File: src/design/azdq_pkg.sv
`timescale 1ns / 1ps

package azdq_pkg;

    localparam int SENSOR_COUNT      = 8;
    localparam int DOOR_INDEX        = 0;
    localparam int EMERGENCY_INDEX   = 1;
    localparam int FIXED_DELAY_TICKS = 30;

    // The masks are eight bits wide, so at most eight sensors exist.
    localparam int MASK_W  = 8;
    localparam int LANES   = (SENSOR_COUNT < MASK_W) ? SENSOR_COUNT : MASK_W;
    localparam int COUNT_W = 13;
    localparam int SECS_W  = 8;
    localparam int CFG_W   = 8;
    localparam int INDEX_W = 2;
    localparam int STATUS_W = 2;
    localparam int OUT_W   = 24;

    localparam logic [COUNT_W-1:0] FIXED_LOAD = COUNT_W'(FIXED_DELAY_TICKS);

    // Door delay is seconds * 1000 / 33 ticks. The divide by 33 is a multiply by
    // ceil(2^23 / 33) and a shift; the error stays below one for all 8-bit seconds.
    localparam int RECIP_SHIFT = 23;
    localparam longint RECIP_M = ((64'd1 << RECIP_SHIFT) + 64'd32) / 64'd33;
    localparam int DOOR_SCALE_W = 28;
    localparam logic [DOOR_SCALE_W-1:0] DOOR_SCALE = DOOR_SCALE_W'(RECIP_M * 1000);
    localparam logic [SECS_W-1:0] DOOR_SECS_RESET = SECS_W'(30);
    localparam logic [COUNT_W-1:0] DOOR_LOAD_RESET = COUNT_W'(30 * 1000 / 33);

    typedef enum logic [INDEX_W-1:0] {
        REG_ENABLED   = 2'd0,
        REG_NORMAL    = 2'd1,
        REG_DOOR_SECS = 2'd2,
        REG_UNUSED    = 2'd3
    } t_reg_index;

    typedef enum logic [STATUS_W-1:0] {
        STATUS_NONE      = 2'd0,
        STATUS_ORDINARY  = 2'd1,
        STATUS_EMERGENCY = 2'd2
    } t_status;

    typedef struct packed {
        logic step;        // a word is accepted this cycle
        logic enabled;     // sensor is armed
        logic off_normal;  // sampled level differs from the idle level
        logic en_change;   // enable write flips this sensor's bit
        logic en_next;     // enable bit after that write
    } t_lane_ctl;

    function automatic logic [COUNT_W-1:0] door_ticks(input logic [SECS_W-1:0] secs);
        logic [SECS_W+DOOR_SCALE_W-1:0] prod;
        prod = (SECS_W+DOOR_SCALE_W)'(secs) * (SECS_W+DOOR_SCALE_W)'(DOOR_SCALE);
        return prod[RECIP_SHIFT +: COUNT_W];
    endfunction

    function automatic logic [LANES-1:0] lane_bit(input int idx);
        logic [LANES-1:0] m;
        m = '0;
        for (int i = 0; i < LANES; i++) begin
            m[i] = (i == idx);
        end
        return m;
    endfunction

endpackage

File: src/design/alarm_zone_delay_qualifier.sv
`timescale 1ns / 1ps
// A result word is registered and appears in the cycle after its sensor word is accepted.
// Throughput: one word per cycle while the output is taken; every sensor lane updates its counter in the
// same cycle, and the output register is refilled whenever it is taken.
// Reset (synchronous, active low) clears all delays and latches, disables every
// sensor, sets the normal levels to zero and the door delay to 30 seconds.
module alarm_zone_delay_qualifier (
    input  logic                          i_clk,
    input  logic                          i_rst_n,
    input  logic                          i_s_axis_tvalid,
    output logic                          o_s_axis_tready,
    // [7:0] sensor_levels
    input  logic [7:0]                    i_s_axis_tdata,
    output logic                          o_m_axis_tvalid,
    input  logic                          i_m_axis_tready,
    // [1:0] alarm_status, [9:2] alarm_mask, [17:10] new_alarm_mask, [23:18] zero
    output logic [azdq_pkg::OUT_W-1:0]    o_m_axis_tdata,
    input  logic                          i_cfg_wr_en,
    input  logic [azdq_pkg::INDEX_W-1:0]  i_cfg_index,
    input  logic [azdq_pkg::CFG_W-1:0]    i_cfg_wdata
);
    import azdq_pkg::*;

    logic [LANES-1:0]   r_enabled;
    logic [LANES-1:0]   r_normal;
    logic [COUNT_W-1:0] r_door_load;
    logic               w_step;
    logic               w_en_wr;
    logic [LANES-1:0]   w_latch;
    logic [LANES-1:0]   w_fresh;
    t_reg_index         w_index;

    assign w_index         = t_reg_index'(i_cfg_index);
    assign o_s_axis_tready = !o_m_axis_tvalid || i_m_axis_tready;
    assign w_step          = i_s_axis_tvalid && o_s_axis_tready;
    assign w_en_wr         = i_cfg_wr_en && (w_index == REG_ENABLED);

    always_ff @(posedge i_clk) begin
        if (!i_rst_n) begin
            r_enabled   <= '0;
            r_normal    <= '0;
            r_door_load <= DOOR_LOAD_RESET;
        end else if (i_cfg_wr_en) begin
            unique case (w_index)
                REG_ENABLED:   r_enabled <= i_cfg_wdata[LANES-1:0];
                REG_NORMAL:    r_normal  <= i_cfg_wdata[LANES-1:0];
                REG_DOOR_SECS: begin
                    r_door_load <= door_ticks(i_cfg_wdata[SECS_W-1:0]);
                end
                default: ;
            endcase
        end
    end

    for (genvar g = 0; g < LANES; g++) begin : g_lane
        t_lane_ctl          w_ctl;
        logic [COUNT_W-1:0] w_load;

        assign w_load = (g == DOOR_INDEX) ? r_door_load : FIXED_LOAD;

        always_comb begin
            w_ctl.step       = w_step;
            w_ctl.enabled    = r_enabled[g];
            w_ctl.off_normal = i_s_axis_tdata[g] ^ r_normal[g];
            w_ctl.en_change  = w_en_wr && (i_cfg_wdata[g] != r_enabled[g]);
            w_ctl.en_next    = i_cfg_wdata[g];
        end

        azdq_lane u_lane (
            .i_clk        (i_clk),
            .i_rst_n      (i_rst_n),
            .i_ctl        (w_ctl),
            .i_load       (w_load),
            .o_latch_next (w_latch[g]),
            .o_fresh      (w_fresh[g])
        );
    end

    azdq_merge u_merge (
        .i_clk           (i_clk),
        .i_rst_n         (i_rst_n),
        .i_step          (w_step),
        .i_latch         (w_latch),
        .i_fresh         (w_fresh),
        .i_m_axis_tready (i_m_axis_tready),
        .o_m_axis_tvalid (o_m_axis_tvalid),
        .o_m_axis_tdata  (o_m_axis_tdata)
    );

`ifndef SYNTHESIS
    // A newly latched sensor is always part of the latched mask.
    a_fresh_in_mask: assert property (@(posedge i_clk) disable iff (!i_rst_n)
        o_m_axis_tvalid |-> ((o_m_axis_tdata[STATUS_W+MASK_W +: MASK_W]
                              & ~o_m_axis_tdata[STATUS_W +: MASK_W]) == '0))
        else $error("new alarm bit outside the latched mask");

    // Status reports an alarm exactly when some sensor is latched.
    a_status_matches: assert property (@(posedge i_clk) disable iff (!i_rst_n)
        o_m_axis_tvalid |-> ((o_m_axis_tdata[STATUS_W-1:0] == STATUS_NONE)
                             == (o_m_axis_tdata[STATUS_W +: MASK_W] == '0)))
        else $error("alarm status disagrees with the latched mask");

    // Sensor 0, once disabled, holds no latch after the enable write has landed.
    a_disable_clears: assert property (@(posedge i_clk) disable iff (!i_rst_n)
        w_en_wr |=> ((g_lane[0].u_lane.r_latch == 1'b0) || r_enabled[0]))
        else $error("latch survived disabling its sensor");
`endif

endmodule

File: src/design/azdq_lane.sv
`timescale 1ns / 1ps

module azdq_lane (
    input  logic                         i_clk,
    input  logic                         i_rst_n,
    input  azdq_pkg::t_lane_ctl          i_ctl,
    input  logic [azdq_pkg::COUNT_W-1:0] i_load,
    output logic                         o_latch_next,
    output logic                         o_fresh
);
    import azdq_pkg::*;

    logic               r_running, n_running;
    logic [COUNT_W-1:0] r_count,   n_count;
    logic               r_latch,   n_latch;

    always_comb begin
        n_running = r_running;
        n_count   = r_count;
        n_latch   = r_latch;
        o_fresh   = 1'b0;
        if (i_ctl.en_change) begin
            n_running = 1'b0;
            n_count   = '0;
            if (!i_ctl.en_next) begin
                n_latch = 1'b0;
            end
        end else if (i_ctl.step && i_ctl.enabled) begin
            if (i_ctl.off_normal) begin
                if (!r_running) begin
                    n_running = 1'b1;
                    n_count   = i_load;
                end else if (r_count != '0) begin
                    n_count = r_count - COUNT_W'(1);
                end
                if ((n_count == '0) && !r_latch) begin
                    n_latch = 1'b1;
                    o_fresh = 1'b1;
                end
            end else if (!r_latch) begin
                n_running = 1'b0;
                n_count   = '0;
            end
        end
    end

    assign o_latch_next = n_latch;

    always_ff @(posedge i_clk) begin
        if (!i_rst_n) begin
            r_running <= 1'b0;
            r_count   <= '0;
            r_latch   <= 1'b0;
        end else begin
            r_running <= n_running;
            r_count   <= n_count;
            r_latch   <= n_latch;
        end
    end

endmodule

File: src/design/azdq_merge.sv
`timescale 1ns / 1ps

module azdq_merge (
    input  logic                       i_clk,
    input  logic                       i_rst_n,
    input  logic                       i_step,
    input  logic [azdq_pkg::LANES-1:0] i_latch,
    input  logic [azdq_pkg::LANES-1:0] i_fresh,
    input  logic                       i_m_axis_tready,
    output logic                       o_m_axis_tvalid,
    output logic [azdq_pkg::OUT_W-1:0] o_m_axis_tdata
);
    import azdq_pkg::*;

    localparam logic [LANES-1:0] EMERG_BIT = lane_bit(EMERGENCY_INDEX);

    logic                r_valid, n_valid;
    logic [OUT_W-1:0]    r_data,  n_data;
    t_status             w_status;

    always_comb begin
        if ((i_latch & EMERG_BIT) != '0) begin
            w_status = STATUS_EMERGENCY;
        end else if (i_latch != '0) begin
            w_status = STATUS_ORDINARY;
        end else begin
            w_status = STATUS_NONE;
        end
    end

    always_comb begin
        n_valid = r_valid;
        n_data  = r_data;
        if (i_step) begin
            n_valid = 1'b1;
            n_data  = {OUT_W'(0)};
            n_data[STATUS_W-1:0]               = w_status;
            n_data[STATUS_W +: MASK_W]         = MASK_W'(i_latch);
            n_data[STATUS_W+MASK_W +: MASK_W]  = MASK_W'(i_fresh);
        end else if (i_m_axis_tready) begin
            n_valid = 1'b0;
        end
    end

    always_ff @(posedge i_clk) begin
        if (!i_rst_n) begin
            r_valid <= 1'b0;
        end else begin
            r_valid <= n_valid;
        end
    end

    always_ff @(posedge i_clk) begin
        r_data <= n_data;
    end

    assign o_m_axis_tvalid = r_valid;
    assign o_m_axis_tdata  = r_data;

endmodule
File: config.mk
export PLATFORM = sky130hd
export DESIGN_NAME = alarm_zone_delay_qualifier
export DESIGN_NICKNAME = d
export VERILOG_FILES = /design/src/design/azdq_pkg.sv /design/src/design/alarm_zone_delay_qualifier.sv /design/src/design/azdq_lane.sv /design/src/design/azdq_merge.sv
export SDC_FILE = /design/constraint.sdc
export NUM_CORES = 1
export LEC_CHECK = 0
export ABC_AREA = 1
export BUFFER_PORTS_ARGS = -buffer_cell sky130_fd_sc_hd__buf_2
export CAP_MARGIN = 20
export CORE_AREA = 5 5 161 163
export DETAILED_ROUTE_END_ITERATION = 6
export DIE_AREA = 0 0 166 168
export PLACE_DENSITY = 0.92
export SLEW_MARGIN = 20
export SYNTH_ARGS = -nofsm -noshare
export SYNTH_HDL_FRONTEND = slang
export SYNTH_HIERARCHICAL = 1
export SYNTH_SLANG_ARGS = --single-unit
export TNS_END_PERCENT = 1
File: constraint.sdc
create_clock -name i_clk -period 4.2 [get_ports i_clk]
set_input_delay 0.63 -clock i_clk [delete_from_list [all_inputs] [get_ports i_clk]]
set_output_delay 0.63 -clock i_clk [all_outputs]
set_load 0.05 [all_outputs]
==> flow_summary.json <==
{
  "rsz0062_at_grt": "no",
  "crit_chain": "buf_2 > buf_4 > ha_1 > inv_1 > fa_1 > fa_1 > inv_1 > fa_1 > ha_1 > nand2_1 > nand2_1 > nand3_1 > and2_1 > nand2_1 > a21oi_1 > nand2_1 > nand2_1 > nand3_1 > nand2_1 > inv_1",
  "crit_type": "input pin to flop",
  "mostFrequentLayoutCell": "nand2_1",
  "p_leak_nw": 8.68,
  "die_h_microns": 168,
  "setup_violations": 0,
  "whs_endpoint": "g_lane[0].w_load[3]$_SDFFE_PN1P_",
  "fp.dieArea_sq_um": 27900,
  "period_share_pct": 91.1,
  "hold_viol": 0,
  "syn_avg_cell_area_sq_um": 6.45,
  "io_pins": 49,
  "fmax_ghz": 0.261,
  "cp_common_cell": "nand2_1",
  "wl_per_cell_microns": 13.5,
  "p_per_area_nw_per_um2": 342,
  "clockBufferDepth": 2,
  "critPathMaxStageDelay_ns": 0.57,
  "drive_above_1_share_pct": 13.3,
  "cts_tree": "done",
  "finish.net_count": 2734,
  "path_delay_family": "adder cells",
  "place.detailed.hpwl_mm": 30.1,
  "peakVddDrop_v": 0.000273,
  "syn-instance-count": 2416,
  "vias_per_cell": 5.26,
  "synth_area_leaders": "dfxtp_1 19%, nand2_1 18%, ha_1 8.4%",
  "seq_area_frac_synth_pct": 22.8,
  "drv_slew": 0,
  "post_cts_buffers": 0,
  "globalRouteOverflowTotal": 0,
  "synth-seq-cells": 168,
  "synth_top_area_share_pct": 19.3,
  "vias": 15282,
  "cts.clk_slew.worst_paths_ns": 0.06,
  "start_util_pct": 64.4,
  "grt_start_max_net_pins": 42,
  "antenna_found_initial": 0,
  "antennaDiodeCount": 0,
  "cap_violations": 0,
  "netlist.top_cell.by_area": "dfxtp_1",
  "worstPathRequired_ns": 4.52,
  "drt_first_pass_iters": 5,
  "post_cts_resized": 0,
  "hold_path.class": "flop to flop",
  "clkLatencyLatePin_ns": 0.43,
  "yosysUniqueCellTypes": 38,
  "endpoint_kind": "flop",
  "reg2reg_depth": 14,
  "startpoint_type": "input pin",
  "ant_nets": 0,
  "core_sq_um": 24200,
  "syn_area_sq_um": 15600,
  "drc": 0,
  "cp_max_fo": 4,
  "fin_worst_skew_ns": 0.0117,
  "grt_pass1_vias": 14391,
  "final_core_util_pct": 71.2,
  "cp.arrival_ns": 4.15,
  "rows": 57,
  "reg2reg_slack_ns": 1.37,
  "grt_pass1_wl_mm": 65.7,
  "root_buffer": "clkbuf_16",
  "cts_buffers": 17,
  "htree_num_levels": 4,
  "layout.cells.non_filler": 2903,
  "tns_ns": 0,
  "hold_start": "g_lane[0].w_load[3]$_SDFFE_PN1P_",
  "fin_crit_ns": 3.83,
  "p_total_w": 0.00588,
  "clkSinkCount": 168,
  "outcome": "complete, no violations",
  "yosysWarningCount": 6,
  "gp_routability_congestion": 1.02,
  "r2r-end": "u_merge/o_m_axis_tdata[0]$_SDFFCE_PP0P_",
  "post-place-cells": 2871,
  "final_cell_mix": "755 x nand2_1, 340 x inv_1, 191 x nand3_1",
  "worst_slew_pin_slew_ns": 0.887,
  "maxSlewHeadroom_pct": 40.7,
  "synthToLayoutAreaGrowth_pct": 10.5,
  "grt.total_usage_pct": 27.4,
  "die-width_microns": 166,
  "port_buffers": 42,
  "hold_buffers": 0,
  "first_iter_violations": 1239,
  "crit_buf_inv": 5,
  "routed_wl_mm": 39.0,
  "reg2reg_from": "u_merge/o_m_axis_tvalid$_SDFFE_PN0P_",
  "cpMaxStageDelayCell": "fa_1",
  "worstHoldPathCells": 2
}
## flip-flops by register name (all words and copies together), names as in the netlist
name	cells
r_enabled	8
g_lane.u_lane/r_latch	8
g_lane.u_lane/r_running	8
u_merge/o_m_axis_tdata	18
g_lane.w_load	13
u_merge/o_m_axis_tvalid	1
g_lane.u_lane/r_count	104
r_normal	8
## worst max path at each step
stage	start	end	slack, ns	cells past startpoint
finish	i_cfg_wdata[6]	g_lane[0].w_load[11]$_SDFFE_PN0P_	0.37	20
global route	i_cfg_wdata[6]	g_lane[0].w_load[8]$_SDFFE_PN1P_	0.09	17
CTS	i_cfg_wdata[6]	g_lane[0].w_load[11]$_SDFFE_PN0P_	0.41	20
detailed placement	i_cfg_wdata[6]	g_lane[0].w_load[11]$_SDFFE_PN0P_	-0.02	20
global placement	i_cfg_wdata[6]	g_lane[0].w_load[3]$_SDFFE_PN1P_	0.04	20
floorplan	i_cfg_wdata[2]	g_lane[0].w_load[12]$_SDFFE_PN0P_	0.37	18
## report_power, final
group | switching, W | leakage [nW] | internal [W] | total [W]
clock network | 0.000690 | 0.281 | 0.000820 | 0.00151
registers | 0.0000421 | 1.40 | 0.00166 | 0.00170
logic | 0.00170 | 7.01 | 0.000973 | 0.00267
total | 0.00243 | 8.68 | 0.00345 | 0.00588
## metal layers
metal	global-route usage [%]	share of wire [%]	wire length, microns	vias up
li1	-	-	-	7762
met1	34.3	43	16700	6941
met2	48.9	49	18900	489
met3	3.70	5.7	2240	90
met4	9.11	2.8	1110	0
met5	0	0	0	-
## cells in the mapped netlist
cell type and n:
o21ai_1 41, nand2_4 16, fa_1 41, a21oi_1 176, o21ai_0 49, nor2_2 50
nor2_4 42, o21a_1 5, a21boi_0 1, xnor2_1 18, edfxtp_1 18, xor2_1 30
a21oi_2 9, nor3_2 3, nand3b_1 1, inv_2 12, nand4_1 19, o21bai_1 13
nor2_8 8, clkbuf_1 28, or2_2 33, nor3_1 5, nor2_1 174, buf_4 15
nand3_1 191, conb_1 3, nand3b_4 1, inv_1 340, nor4_1 2, a21o_1 2
buf_2 9, nand2_2 46, clkinv_1 1, dfxtp_1 150, nand2_1 755, and2_1 3
nor4_2 2, ha_1 104
## tightest hold or removal path, stage by stage, from the launching register on
cell and delay (ns):
dfxtp_1 0.33, a21oi_1 0.07, nand2_1 0.06
## cell families after synthesis
| kind of cell | after synthesis | synth area share [%] |
|---|---|---|
| xor+xnor | 48 | 2.70 |
| compound gates | 296 | 10.1 |
| other cells | 3 | 0.0723 |
| simple gates | 1351 | 40.6 |
| flops | 168 | 22.8 |
| fa+ha+maj | 145 | 13.6 |
| buf+inv | 405 | 10.2 |
## final cells by class
cell class	instances	area, sq um
Clock buffer	21	472
Clock inverter	11	83.8
Fill cell	1924	6970
Inverter	353	1330
Multi-Input combinational cell	1937	10800
Sequential cell	168	3540
Tap cell	324	405
Timing Repair Buffer	89	563
## per-stage QoR
| stage | hold WS, ns | setup slack [ns] | instance area [sq um] |
|---|---|---|---|
| after floorplan | 0.432 | 0.366 | 15900 |
| after global placement | 0.456 | 0.0444 | 16600 |
| after detailed placement | 0.466 | -0.0245 | 16600 |
| after CTS | 0.481 | 0.410 | 17200 |
| after global routing | 0.509 | 0.0931 | 17200 |
| final | 0.484 | 0.372 | 17200 |
Power figures use the tool's default switching activity.
